$ cat src/hdl/dtc_pkg.sv
// Shared widths, constants, types and helper functions of the timestamp splitter.
package dtc_pkg;

    // Pipeline depth: registers from the input beat to the output register.
    localparam int NUM_STAGES  = 10;
    localparam int FRONT_STAGES = 3;
    localparam int TAIL_STAGES = NUM_STAGES - FRONT_STAGES;

    // Port widths.
    localparam int FUNC_W   = 2;
    localparam int DAYS_W   = 23;
    localparam int TVAL_W   = 25;
    localparam int YEAR_W   = 14;
    localparam int MONTH_W  = 4;
    localparam int MDAY_W   = 5;
    localparam int YDAY_W   = 9;
    localparam int WDAY_W   = 3;
    localparam int HOUR_W   = 5;
    localparam int MIN_W    = 6;
    localparam int SEC_W    = 6;

    // Internal widths.
    localparam int SECS_W   = 31;
    localparam int QD_W     = 15;
    localparam int SOD_W    = 17;
    localparam int ZZ_W     = 24;
    localparam int ERA_W    = 6;
    localparam int DOE_W    = 18;
    localparam int YOE_W    = 9;
    localparam int MP_W     = 4;
    localparam int REMH_W   = 12;

    // Type selector codes.
    localparam logic [FUNC_W-1:0] FUNC_TICKS   = 2'd0;
    localparam logic [FUNC_W-1:0] FUNC_MINUTES = 2'd1;

    // Calendar constants.
    localparam logic [SOD_W-1:0]  SEC_PER_DAY  = 17'd86400;
    localparam logic [DOE_W-1:0]  ERA_DAYS     = 18'd146097;
    // Shift to make the day count non-negative: 1970 offset, civil epoch
    // offset and 25 whole eras, less the 1900 to 1970 distance.
    localparam logic [24:0]       ZZ_OFFSET    = 25'd4346326;
    localparam logic [YEAR_W-1:0] ERA_BIAS_YEARS = 14'd10000;

    // Reciprocals for division by constants: q = (x * RECIP) >> SHIFT.
    localparam logic [23:0] RECIP_75    = 24'd14316558;
    localparam int          SHIFT_75    = 30;
    localparam logic [24:0] RECIP_675   = 25'd25451659;
    localparam int          SHIFT_675   = 34;
    localparam logic [24:0] RECIP_ERA   = 25'd30103606;
    localparam int          SHIFT_ERA   = 42;
    localparam logic [13:0] RECIP_225   = 14'd9321;
    localparam int          SHIFT_225   = 21;
    localparam logic [10:0] RECIP_15    = 11'd1093;
    localparam int          SHIFT_15    = 14;
    localparam logic [16:0] RECIP_365S  = 17'd91930;
    localparam int          SHIFT_365S  = 25;
    localparam logic [18:0] RECIP_365   = 19'd367720;
    localparam int          SHIFT_365   = 27;
    localparam logic [11:0] RECIP_153   = 12'd3427;
    localparam int          SHIFT_153   = 19;

    typedef struct packed {
        logic [HOUR_W-1:0] hour;
        logic [MIN_W-1:0]  minute;
        logic [SEC_W-1:0]  second;
    } hms_t;

    typedef struct packed {
        logic [YEAR_W-1:0]  year;
        logic [MONTH_W-1:0] month;
        logic [MDAY_W-1:0]  month_day;
        logic [YDAY_W-1:0]  year_day;
        logic [WDAY_W-1:0]  week_day;
    } date_t;

    // First day of each month within a year that starts on March 1.
    function automatic logic [YDAY_W-1:0] month_start(input logic [MP_W-1:0] mp);
        logic [YDAY_W-1:0] r;
        case (mp)
            4'd0:    r = 9'd0;
            4'd1:    r = 9'd31;
            4'd2:    r = 9'd61;
            4'd3:    r = 9'd92;
            4'd4:    r = 9'd122;
            4'd5:    r = 9'd153;
            4'd6:    r = 9'd184;
            4'd7:    r = 9'd214;
            4'd8:    r = 9'd245;
            4'd9:    r = 9'd275;
            4'd10:   r = 9'd306;
            4'd11:   r = 9'd337;
            default: r = 9'd0;
        endcase
        return r;
    endfunction

    // Remainder by seven: octal digits sum to the same residue since 8 is 1 mod 7.
    function automatic logic [WDAY_W-1:0] mod7(input logic [ZZ_W-1:0] a);
        logic [5:0] s1;
        logic [3:0] s2;
        logic [3:0] r;
        s1 = '0;
        for (int i = 0; i < ZZ_W / 3; i++) begin
            s1 = s1 + 6'(a[3*i +: 3]);
        end
        s2 = 4'(s1[5:3]) + 4'(s1[2:0]);
        if (s2 >= 4'd14) begin
            r = s2 - 4'd14;
        end else if (s2 >= 4'd7) begin
            r = s2 - 4'd7;
        end else begin
            r = s2;
        end
        return r[WDAY_W-1:0];
    endfunction

endpackage

$ cat src/hdl/dtc_ctrl.sv
// Valid bits and stall control for the stages of the timestamp pipeline.
module dtc_ctrl
    import dtc_pkg::*;
(
    input  logic                  aclk,
    input  logic                  aresetn,
    input  logic                  s_valid,
    output logic                  s_ready,
    output logic                  m_valid,
    input  logic                  m_ready,
    output logic [NUM_STAGES-1:0] stage_en
);

    logic [NUM_STAGES-1:0] valid_reg;
    logic [NUM_STAGES-1:0] valid_next;

    // A stage may load when it is empty or when the stage after it loads too.
    always_comb begin
        stage_en[NUM_STAGES-1] = !valid_reg[NUM_STAGES-1] || m_ready;
        for (int i = NUM_STAGES - 2; i >= 0; i--) begin
            stage_en[i] = !valid_reg[i] || stage_en[i+1];
        end
    end

    always_comb begin
        valid_next = valid_reg;
        if (stage_en[0]) begin
            valid_next[0] = s_valid;
        end
        for (int i = 1; i < NUM_STAGES; i++) begin
            if (stage_en[i]) begin
                valid_next[i] = valid_reg[i-1];
            end
        end
    end

    always_ff @(posedge aclk) begin
        if (!aresetn) begin
            valid_reg <= '0;
        end else begin
            valid_reg <= valid_next;
        end
    end

    assign s_ready = stage_en[0];
    assign m_valid = valid_reg[NUM_STAGES-1];

`ifndef NO_ASSERTIONS
    // When the output side can move, every stage can move and input is taken.
    assert property (@(posedge aclk) disable iff (!aresetn)
        (!m_valid || m_ready) |-> s_ready)
        else $error("pipeline stalled while the output side is free");
`endif

endmodule

$ cat src/hdl/dtc_front.sv
// First three stages: seconds from the time part, whole days carried, day number.
module dtc_front
    import dtc_pkg::*;
(
    input  logic                     aclk,
    input  logic [FRONT_STAGES-1:0]  stage_en,
    input  logic [FUNC_W-1:0]        s_func,
    input  logic signed [DAYS_W-1:0] s_day_count,
    input  logic [TVAL_W-1:0]        s_time_value,
    output logic [SOD_W-1:0]         sod,
    output logic [ZZ_W-1:0]          zz
);

    logic [46:0]              prod75;
    logic [SECS_W-1:0]        mins_secs;
    logic [SECS_W-1:0]        secs_next;
    logic [SECS_W-1:0]        secs1_reg;
    logic signed [DAYS_W-1:0] days1_reg;

    logic [48:0]              prod675;
    logic [QD_W-1:0]          qd_next;
    logic [SECS_W-1:0]        secs2_reg;
    logic signed [DAYS_W-1:0] days2_reg;
    logic [QD_W-1:0]          qd2_reg;

    logic [SECS_W-1:0]        sod_wide;
    logic [24:0]              zz_wide;
    logic [SOD_W-1:0]         sod_reg;
    logic [ZZ_W-1:0]          zz_reg;

    // Ticks to seconds: divide by 4, then by 75 through a reciprocal.
    assign prod75    = 47'(s_time_value[TVAL_W-1:2]) * 47'(RECIP_75);
    assign mins_secs = (SECS_W'(s_time_value) << 6) - (SECS_W'(s_time_value) << 2);
    assign secs_next = (s_func == FUNC_MINUTES) ? mins_secs
                                                : SECS_W'(prod75[46:SHIFT_75]);

    always_ff @(posedge aclk) begin
        if (stage_en[0]) begin
            secs1_reg <= secs_next;
            days1_reg <= s_day_count;
        end
    end

    // Whole days in the time part: divide by 128, then by 675.
    assign prod675 = 49'(secs1_reg[SECS_W-1:7]) * 49'(RECIP_675);
    assign qd_next = prod675[SHIFT_675 +: QD_W];

    always_ff @(posedge aclk) begin
        if (stage_en[1]) begin
            secs2_reg <= secs1_reg;
            days2_reg <= days1_reg;
            qd2_reg   <= qd_next;
        end
    end

    assign sod_wide = secs2_reg - SECS_W'(qd2_reg) * SECS_W'(SEC_PER_DAY);
    assign zz_wide  = {{2{days2_reg[DAYS_W-1]}}, days2_reg} + 25'(qd2_reg) + ZZ_OFFSET;

    always_ff @(posedge aclk) begin
        if (stage_en[2]) begin
            sod_reg <= sod_wide[SOD_W-1:0];
            zz_reg  <= zz_wide[ZZ_W-1:0];
        end
    end

    assign sod = sod_reg;
    assign zz  = zz_reg;

endmodule

$ cat src/hdl/dtc_tod.sv
// Time-of-day stages: hour, minute and second from the seconds within the day.
module dtc_tod
    import dtc_pkg::*;
(
    input  logic                   aclk,
    input  logic [TAIL_STAGES-1:0] stage_en,
    input  logic [SOD_W-1:0]       sod,
    output hms_t                   hms
);

    logic [26:0]         prod_hour;
    logic [SOD_W-1:0]    sod4_reg;
    logic [HOUR_W-1:0]   hour4_reg;

    logic [SOD_W-1:0]    remh_wide;
    logic [HOUR_W-1:0]   hour5_reg;
    logic [REMH_W-1:0]   remh5_reg;

    logic [20:0]         prod_min;
    logic [HOUR_W-1:0]   hour6_reg;
    logic [REMH_W-1:0]   remh6_reg;
    logic [MIN_W-1:0]    min6_reg;

    logic [REMH_W-1:0]   sec_wide;
    hms_t                hms_next;
    hms_t                hms_reg [4];

    // Hour: divide by 16, then by 225.
    assign prod_hour = 27'(sod[SOD_W-1:4]) * 27'(RECIP_225);

    always_ff @(posedge aclk) begin
        if (stage_en[0]) begin
            sod4_reg  <= sod;
            hour4_reg <= prod_hour[SHIFT_225 +: HOUR_W];
        end
    end

    assign remh_wide = sod4_reg - SOD_W'(hour4_reg) * SOD_W'(3600);

    always_ff @(posedge aclk) begin
        if (stage_en[1]) begin
            hour5_reg <= hour4_reg;
            remh5_reg <= remh_wide[REMH_W-1:0];
        end
    end

    // Minute: divide by 4, then by 15.
    assign prod_min = 21'(remh5_reg[REMH_W-1:2]) * 21'(RECIP_15);

    always_ff @(posedge aclk) begin
        if (stage_en[2]) begin
            hour6_reg <= hour5_reg;
            remh6_reg <= remh5_reg;
            min6_reg  <= prod_min[SHIFT_15 +: MIN_W];
        end
    end

    assign sec_wide = remh6_reg - REMH_W'(min6_reg) * REMH_W'(60);

    always_comb begin
        hms_next.hour   = hour6_reg;
        hms_next.minute = min6_reg;
        hms_next.second = sec_wide[SEC_W-1:0];
    end

    // Finished fields wait here until the date side catches up.
    always_ff @(posedge aclk) begin
        if (stage_en[3]) begin
            hms_reg[0] <= hms_next;
        end
        for (int k = 1; k < 4; k++) begin
            if (stage_en[3+k]) begin
                hms_reg[k] <= hms_reg[k-1];
            end
        end
    end

    assign hms = hms_reg[3];

endmodule

$ cat src/hdl/dtc_date.sv
// Date stages: weekday, 400-year era, year of era, day of year, month and day.
module dtc_date
    import dtc_pkg::*;
(
    input  logic                   aclk,
    input  logic [TAIL_STAGES-1:0] stage_en,
    input  logic [ZZ_W-1:0]        zz,
    output date_t                  date
);

    logic [48:0]         prod_era;
    logic [ZZ_W-1:0]     zz4_reg;
    logic [ERA_W-1:0]    q4_reg;
    logic [WDAY_W-1:0]   wd4_reg;

    logic [ZZ_W-1:0]     doe_wide;
    logic [ERA_W-1:0]    q5_reg;
    logic [DOE_W-1:0]    doe5_reg;
    logic [WDAY_W-1:0]   wd5_reg;

    logic [32:0]         prod_1460;
    logic [DOE_W-1:0]    c36524;
    logic [DOE_W-1:0]    t_next;
    logic [ERA_W-1:0]    q6_reg;
    logic [DOE_W-1:0]    doe6_reg;
    logic [DOE_W-1:0]    t6_reg;
    logic [WDAY_W-1:0]   wd6_reg;

    logic [36:0]         prod_yoe;
    logic [ERA_W-1:0]    q7_reg;
    logic [DOE_W-1:0]    doe7_reg;
    logic [YOE_W-1:0]    yoe7_reg;
    logic [WDAY_W-1:0]   wd7_reg;

    logic [DOE_W-1:0]    c100;
    logic [DOE_W-1:0]    doy_wide;
    logic                leap_next;
    logic [ERA_W-1:0]    q8_reg;
    logic [YOE_W-1:0]    yoe8_reg;
    logic [YDAY_W-1:0]   doy8_reg;
    logic                leap8_reg;
    logic [WDAY_W-1:0]   wd8_reg;

    logic [10:0]         doy_scaled;
    logic [22:0]         prod_mp;
    logic [ERA_W-1:0]    q9_reg;
    logic [YOE_W-1:0]    yoe9_reg;
    logic [YDAY_W-1:0]   doy9_reg;
    logic                leap9_reg;
    logic [MP_W-1:0]     mp9_reg;
    logic [WDAY_W-1:0]   wd9_reg;

    logic                jan_feb;
    date_t               date_next;
    date_t               date_reg;

    // Era index counted from 25 eras before the civil epoch, so it stays positive.
    assign prod_era = 49'(zz) * 49'(RECIP_ERA);

    always_ff @(posedge aclk) begin
        if (stage_en[0]) begin
            zz4_reg <= zz;
            q4_reg  <= prod_era[SHIFT_ERA +: ERA_W];
            wd4_reg <= mod7(zz + ZZ_W'(3));
        end
    end

    assign doe_wide = zz4_reg - ZZ_W'(q4_reg) * ZZ_W'(ERA_DAYS);

    always_ff @(posedge aclk) begin
        if (stage_en[1]) begin
            q5_reg   <= q4_reg;
            doe5_reg <= doe_wide[DOE_W-1:0];
            wd5_reg  <= wd4_reg;
        end
    end

    // Leap-day corrections within the era.
    assign prod_1460 = 33'(doe5_reg[DOE_W-1:2]) * 33'(RECIP_365S);

    always_comb begin
        if (doe5_reg >= 18'd146096) begin
            c36524 = 18'd4;
        end else if (doe5_reg >= 18'd109572) begin
            c36524 = 18'd3;
        end else if (doe5_reg >= 18'd73048) begin
            c36524 = 18'd2;
        end else if (doe5_reg >= 18'd36524) begin
            c36524 = 18'd1;
        end else begin
            c36524 = 18'd0;
        end
        t_next = doe5_reg - DOE_W'(prod_1460[SHIFT_365S +: 7]) + c36524
                 - DOE_W'(doe5_reg == 18'd146096);
    end

    always_ff @(posedge aclk) begin
        if (stage_en[2]) begin
            q6_reg   <= q5_reg;
            doe6_reg <= doe5_reg;
            t6_reg   <= t_next;
            wd6_reg  <= wd5_reg;
        end
    end

    assign prod_yoe = 37'(t6_reg) * 37'(RECIP_365);

    always_ff @(posedge aclk) begin
        if (stage_en[3]) begin
            q7_reg   <= q6_reg;
            doe7_reg <= doe6_reg;
            yoe7_reg <= prod_yoe[SHIFT_365 +: YOE_W];
            wd7_reg  <= wd6_reg;
        end
    end

    always_comb begin
        if (yoe7_reg >= 9'd300) begin
            c100 = 18'd3;
        end else if (yoe7_reg >= 9'd200) begin
            c100 = 18'd2;
        end else if (yoe7_reg >= 9'd100) begin
            c100 = 18'd1;
        end else begin
            c100 = 18'd0;
        end
        doy_wide = doe7_reg - (DOE_W'(yoe7_reg) * DOE_W'(365)
                   + DOE_W'(yoe7_reg[YOE_W-1:2]) - c100);
        // Only used for March onward, where the calendar year is the era year.
        leap_next = (yoe7_reg[1:0] == 2'b00) && (yoe7_reg != 9'd100)
                    && (yoe7_reg != 9'd200) && (yoe7_reg != 9'd300);
    end

    always_ff @(posedge aclk) begin
        if (stage_en[4]) begin
            q8_reg    <= q7_reg;
            yoe8_reg  <= yoe7_reg;
            doy8_reg  <= doy_wide[YDAY_W-1:0];
            leap8_reg <= leap_next;
            wd8_reg   <= wd7_reg;
        end
    end

    assign doy_scaled = 11'(doy8_reg) * 11'(5) + 11'(2);
    assign prod_mp    = 23'(doy_scaled) * 23'(RECIP_153);

    always_ff @(posedge aclk) begin
        if (stage_en[5]) begin
            q9_reg    <= q8_reg;
            yoe9_reg  <= yoe8_reg;
            doy9_reg  <= doy8_reg;
            leap9_reg <= leap8_reg;
            mp9_reg   <= prod_mp[SHIFT_153 +: MP_W];
            wd9_reg   <= wd8_reg;
        end
    end

    // January and February belong to the next calendar year.
    assign jan_feb = (mp9_reg >= 4'd10);

    always_comb begin
        date_next.month_day = MDAY_W'(doy9_reg - month_start(mp9_reg) + 9'd1);
        date_next.month     = jan_feb ? (mp9_reg - 4'd10) : (mp9_reg + 4'd2);
        date_next.year_day  = jan_feb ? (doy9_reg - 9'd306)
                                      : (doy9_reg + 9'd59 + 9'(leap9_reg));
        date_next.year      = YEAR_W'(yoe9_reg) + YEAR_W'(q9_reg) * YEAR_W'(400)
                              - ERA_BIAS_YEARS + YEAR_W'(jan_feb);
        date_next.week_day  = wd9_reg;
    end

    always_ff @(posedge aclk) begin
        if (stage_en[6]) begin
            date_reg <= date_next;
        end
    end

    assign date = date_reg;

endmodule

$ cat src/hdl/datetime_to_calendar_fields.sv
// Throughput: one beat per cycle while m_ready lets the output move.
// There are ten register stages, each holding one item.
// An m_ready stall holds only the full stages at the output end; others still move.
// Reset (aresetn low, synchronous) clears all stage valid bits; data registers keep
// their contents. There is no configuration and no state between items.
module datetime_to_calendar_fields
    import dtc_pkg::*;
(
    input  logic                     aclk,
    input  logic                     aresetn,
    input  logic                     s_valid,
    output logic                     s_ready,
    input  logic [FUNC_W-1:0]        s_func,
    input  logic signed [DAYS_W-1:0] s_day_count,
    input  logic [TVAL_W-1:0]        s_time_value,
    output logic                     m_valid,
    input  logic                     m_ready,
    output logic                     m_status,
    output logic [YEAR_W-1:0]        m_year,
    output logic [MONTH_W-1:0]       m_month,
    output logic [MDAY_W-1:0]        m_month_day,
    output logic [YDAY_W-1:0]        m_year_day,
    output logic [WDAY_W-1:0]        m_week_day,
    output logic [HOUR_W-1:0]        m_hour,
    output logic [MIN_W-1:0]         m_minute,
    output logic [SEC_W-1:0]         m_second
);

    logic [NUM_STAGES-1:0] stage_en;
    logic [NUM_STAGES-1:0] bad_reg;
    logic                  bad_next;
    logic [SOD_W-1:0]      sod;
    logic [ZZ_W-1:0]       zz;
    hms_t                  hms;
    date_t                 date;
    logic                  ok;

    dtc_ctrl u_ctrl (
        .aclk     (aclk),
        .aresetn  (aresetn),
        .s_valid  (s_valid),
        .s_ready  (s_ready),
        .m_valid  (m_valid),
        .m_ready  (m_ready),
        .stage_en (stage_en)
    );

    dtc_front u_front (
        .aclk         (aclk),
        .stage_en     (stage_en[FRONT_STAGES-1:0]),
        .s_func       (s_func),
        .s_day_count  (s_day_count),
        .s_time_value (s_time_value),
        .sod          (sod),
        .zz           (zz)
    );

    dtc_tod u_tod (
        .aclk     (aclk),
        .stage_en (stage_en[NUM_STAGES-1:FRONT_STAGES]),
        .sod      (sod),
        .hms      (hms)
    );

    dtc_date u_date (
        .aclk     (aclk),
        .stage_en (stage_en[NUM_STAGES-1:FRONT_STAGES]),
        .zz       (zz),
        .date     (date)
    );

    // Unsupported type selectors travel as a flag; their fields are forced to zero.
    assign bad_next = (s_func != FUNC_TICKS) && (s_func != FUNC_MINUTES);

    always_ff @(posedge aclk) begin
        if (stage_en[0]) begin
            bad_reg[0] <= bad_next;
        end
        for (int i = 1; i < NUM_STAGES; i++) begin
            if (stage_en[i]) begin
                bad_reg[i] <= bad_reg[i-1];
            end
        end
    end

    assign ok          = !bad_reg[NUM_STAGES-1];
    assign m_status    = bad_reg[NUM_STAGES-1];
    assign m_year      = ok ? date.year      : '0;
    assign m_month     = ok ? date.month     : '0;
    assign m_month_day = ok ? date.month_day : '0;
    assign m_year_day  = ok ? date.year_day  : '0;
    assign m_week_day  = ok ? date.week_day  : '0;
    assign m_hour      = ok ? hms.hour       : '0;
    assign m_minute    = ok ? hms.minute     : '0;
    assign m_second    = ok ? hms.second     : '0;

`ifndef NO_ASSERTIONS
    assert property (@(posedge aclk) disable iff (!aresetn)
        (m_valid && m_status) |-> (m_year == '0 && m_month == '0 && m_month_day == '0
            && m_year_day == '0 && m_week_day == '0 && m_hour == '0
            && m_minute == '0 && m_second == '0))
        else $error("failed beat carries nonzero fields");

    assert property (@(posedge aclk) disable iff (!aresetn)
        (m_valid && !m_status) |-> (m_month <= 4'd11 && m_month_day >= 5'd1
            && m_year_day <= 9'd365 && m_week_day <= 3'd6 && m_hour <= 5'd23
            && m_minute <= 6'd59 && m_second <= 6'd59))
        else $error("calendar field out of range");

    assert property (@(posedge aclk) disable iff (!aresetn)
        (m_valid && !m_status && m_month == 4'd0)
            |-> (m_year_day == 9'(m_month_day) - 9'd1))
        else $error("January day of year does not match day of month");
`endif

endmodule
$ cat config.mk
export PLATFORM = sky130hd
export DESIGN_NAME = datetime_to_calendar_fields
export DESIGN_NICKNAME = d
export VERILOG_FILES = /design/src/hdl/dtc_pkg.sv /design/src/hdl/dtc_ctrl.sv /design/src/hdl/dtc_front.sv /design/src/hdl/dtc_tod.sv /design/src/hdl/dtc_date.sv /design/src/hdl/datetime_to_calendar_fields.sv
export SDC_FILE = /design/constraint.sdc
export NUM_CORES = 2
export LEC_CHECK = 0
export BUFFER_PORTS_ARGS = -buffer_cell sky130_fd_sc_hd__clkbuf_2
export CAP_MARGIN = 20
export CORE_ASPECT_RATIO = 2
export CORE_MARGIN = 1.5
export CORE_UTILIZATION = 60
export CTS_BUF_LIST = sky130_fd_sc_hd__clkbuf_8
export CTS_CLUSTER_DIAMETER = 60
export DETAILED_ROUTE_END_ITERATION = 10
export PLACE_DENSITY = 0.77
export SYNTH_ARGS = -nofsm -noshare
export SYNTH_HDL_FRONTEND = slang
export SYNTH_SLANG_ARGS = --single-unit
$ cat constraint.sdc
create_clock -name aclk -period 25.9 [get_ports aclk]
set_clock_uncertainty 0.2 [all_clocks]
set_input_delay 3.885 -clock aclk [delete_from_list [all_inputs] [get_ports aclk]]
set_output_delay 3.885 -clock aclk [all_outputs]
set_load 0.005 [all_outputs]
==> reports/results.ini <==
[floorplan]
initial_core_util_pct=60.4
dieWidth_microns=240
die_area_sq_um=115000
num_io_pins=109
die_h_microns=478
row_count=174
coreArea_sq_um=112000

[clock_network]
clk_path_buf_depth=3
cts.clk_slew.worst_paths_ns=0.07
post_cts_resized=0
numCtsBuffers=81
cts_tree=built
postCtsHoldBufs=0
clock_latency_ns=0.77
cts_root_buf=clkbuf_8
postCtsSetupRepairBufs=0
cts_max_level=3
clock-sinks=506

[worst_setup_path]
critical_path.top_delay_family=simple AND/OR/NAND/NOR gates
cp.required_ns=21.81
crit_arrival_ns=7.16
crit_slowest_cell=nor2_1
cp_cell_sequence=clkbuf_2 -> nor2b_1 -> and2_1 -> nand3_2 -> buf_4 -> nor2_1 -> and2_1 -> nand2_2 -> buf_4 -> nor2_1 -> nand3_4 -> clkbuf_2
path_depth=12
cp-end-kind=output port
critical_path_class=in -> out
startpoint_type=input port
ff2ff_path_depth=32
crit_buf_inv=4
worstPathMaxFanout=47
max_stage_delay_ns=0.47

[drt]
viasPerCell=5.60
met1Wirelength_mm=49.1
vias=43000
wire_per_inst_microns=20.8
routed-wl-met3_mm=5.32
ant_nets=0
drc=0
drt_iter0_markers=1632
route.met2.wl_mm=91.1
dr.max_layer_used=met5
routed_wl_mm=160
first_pass_iters=8

[global_routing]
grt_overflow=0
grt_max_degree=60
antenna_found_initial=2
grt_pass1_vias=48500
grt_pass1_wl_mm=253
grt_use_total_pct=29.2

[timing]
maxSlewViolCount=0
fmax_mhz=88.9
worstMarginPinSlew_ns=1.10
finalCritPeriodShare_pct=43.4
finalSetupTns_ns=0
max_slew_margin_pct=25.7
rsz0062_at_grt=no
finalHoldViolations=0
finalSetupViolCount=0
min_period_ns=11.24

[placement]
post_dp_cell_area_sq_um=70200
dp_hpwl_mm=138
gp_congestion=1.01
io_buffers=108

[layout]
fin_nets=8607
fillers=8741
areaGrowthSynthToFinish_pct=6.30
drive_above_1_share_pct=4.45
largest_reg_flops=68
fin_area_sq_um=71900

[logic_synthesis]
synth_area_sq_um=67700
synth.distinct_cells=74
synthArstFlopShare_pct=0
synth-edff-count=491
ys_warn_count=0
syn_avg_cell_area_sq_um=11.4
syn_inst=5918
synthFlopType=edfxtp_1
syn-num-nets=8415
synth_seq_cells=506
ys_seq_area_share_pct=22.2

[status]
status=finished, final reports clean

[run]
max-cap-violations=0

[worst_hold_path]
holdPathStages=0
hold_path.class=reg -> reg

layer usage:
metal  vias up  global-route usage, %
met1     21400                   25.9
met5         -                      0
met3       646                   3.51
met2      1142                   58.0
met4         2                   21.8
li1      19700                      -
cell families after synthesis:
| family | synth area share [%] |
|---|---|
| DFF | 22.2 |
| muxes | 0.105 |
| buffers and inverters | 8.31 |
| adders and majority gates | 55.5 |
| and+or+nand+nor | 4.39 |
| xor gates and xnor gates | 3.62 |
| AOI/OAI and AO/OA | 5.88 |
synth_stat cells, types with 12 or more instances:
cell | n | area share, %
dfxtp_1 | 15 | 0.44
edfxtp_1 | 491 | 22
and3_1 | 24 | 0.22
nand2_1 | 103 | 0.57
xor2_1 | 84 | 1.1
nor2b_1 | 90 | 0.83
or3_1 | 16 | 0.15
o31ai_1 | 13 | 0.14
a211o_1 | 14 | 0.18
nand4_1 | 30 | 0.28
o21bai_1 | 20 | 0.22
a211oi_1 | 17 | 0.19
o21ai_0 | 93 | 0.69
a21oi_1 | 171 | 1.3
a21boi_0 | 12 | 0.13
a31oi_1 | 25 | 0.23
clkbuf_1 | 17 | 0.094
and2_1 | 13 | 0.12
nand2b_1 | 22 | 0.20
nand3_1 | 48 | 0.35
fa_1 | 928 | 27
nor2_1 | 140 | 0.78
ha_1 | 1515 | 28
nor3_1 | 45 | 0.33
a21o_1 | 109 | 1.2
inv_1 | 1480 | 8.2
nor4_1 | 12 | 0.11
xnor2_1 | 196 | 2.5
o21a_1 | 32 | 0.35
per-stage QoR:
step                hold slack (ns)  cells  worst slack (ns)  util (%)
floorplan                     0.200   5918             12.93         -
global route                  0.200   7674             14.45      64.2
CTS                           0.193   7672             14.65      64.1
global placement              0.200   7522             14.23      62.6
finish                        0.196   7674             14.66      64.2
detailed placement            0.205   7522             14.16      62.6
layout make-up:
type	count	area, sq um	area share (%)
Multi-Input combinational cell	3914	47000	65.4
Antenna cell	1	2.50	0.00348
Tap cell	1496	1870	2.60
Clock inverter	66	587	0.816
Timing Repair Buffer	126	688	0.957
Sequential cell	506	15000	20.9
Inverter	1481	5560	7.73
Clock buffer	84	1160	1.61
placed cells by master, fill, tap and decap left out, drive strengths merged, types with 46 or more instances in the layout:
cell / count
ha: 1515
inv: 1504
fa: 928
edfxtp: 491
xnor2: 196
clkbuf: 192
a21oi: 171
nor2: 140
a21o: 109
nand2: 103
o21ai: 96
nor2b: 90
xor2: 84
nand3: 48
nor3: 46
worst paths after layout:
| path | slack (ns) | start | to |
|---|---|---|---|
| worst min register to register | 0.20 | bad_reg[0] | bad_reg[1] |
| worst max-delay path | 14.66 | m_ready | s_ready |
| worst max register to register | 15.96 | u_date.doe5_reg[5] | u_date.t6_reg[17] |
| worst min-delay path | 0.20 | bad_reg[0] | bad_reg[1] |
worst register-to-register path, delay by kind of cell (launching register included):
| family | cells | cell delay (ns) |
|---|---|---|
| XOR/XNOR | 1 | 0.20 |
| adder cells (fa/ha/maj) | 10 | 4.04 |
| multiplexers | 1 | 0.14 |
| buffers and inverters | 7 | 0.77 |
| AO/OA/AOI/OAI | 11 | 3.06 |
| AND/OR/NAND/NOR | 2 | 0.52 |
| flip-flops | 1 | 0.75 |
Power is left out: the tool's default activity adds up to more than one toggle a clock period on the data nets, which glitch-free logic cannot reach.
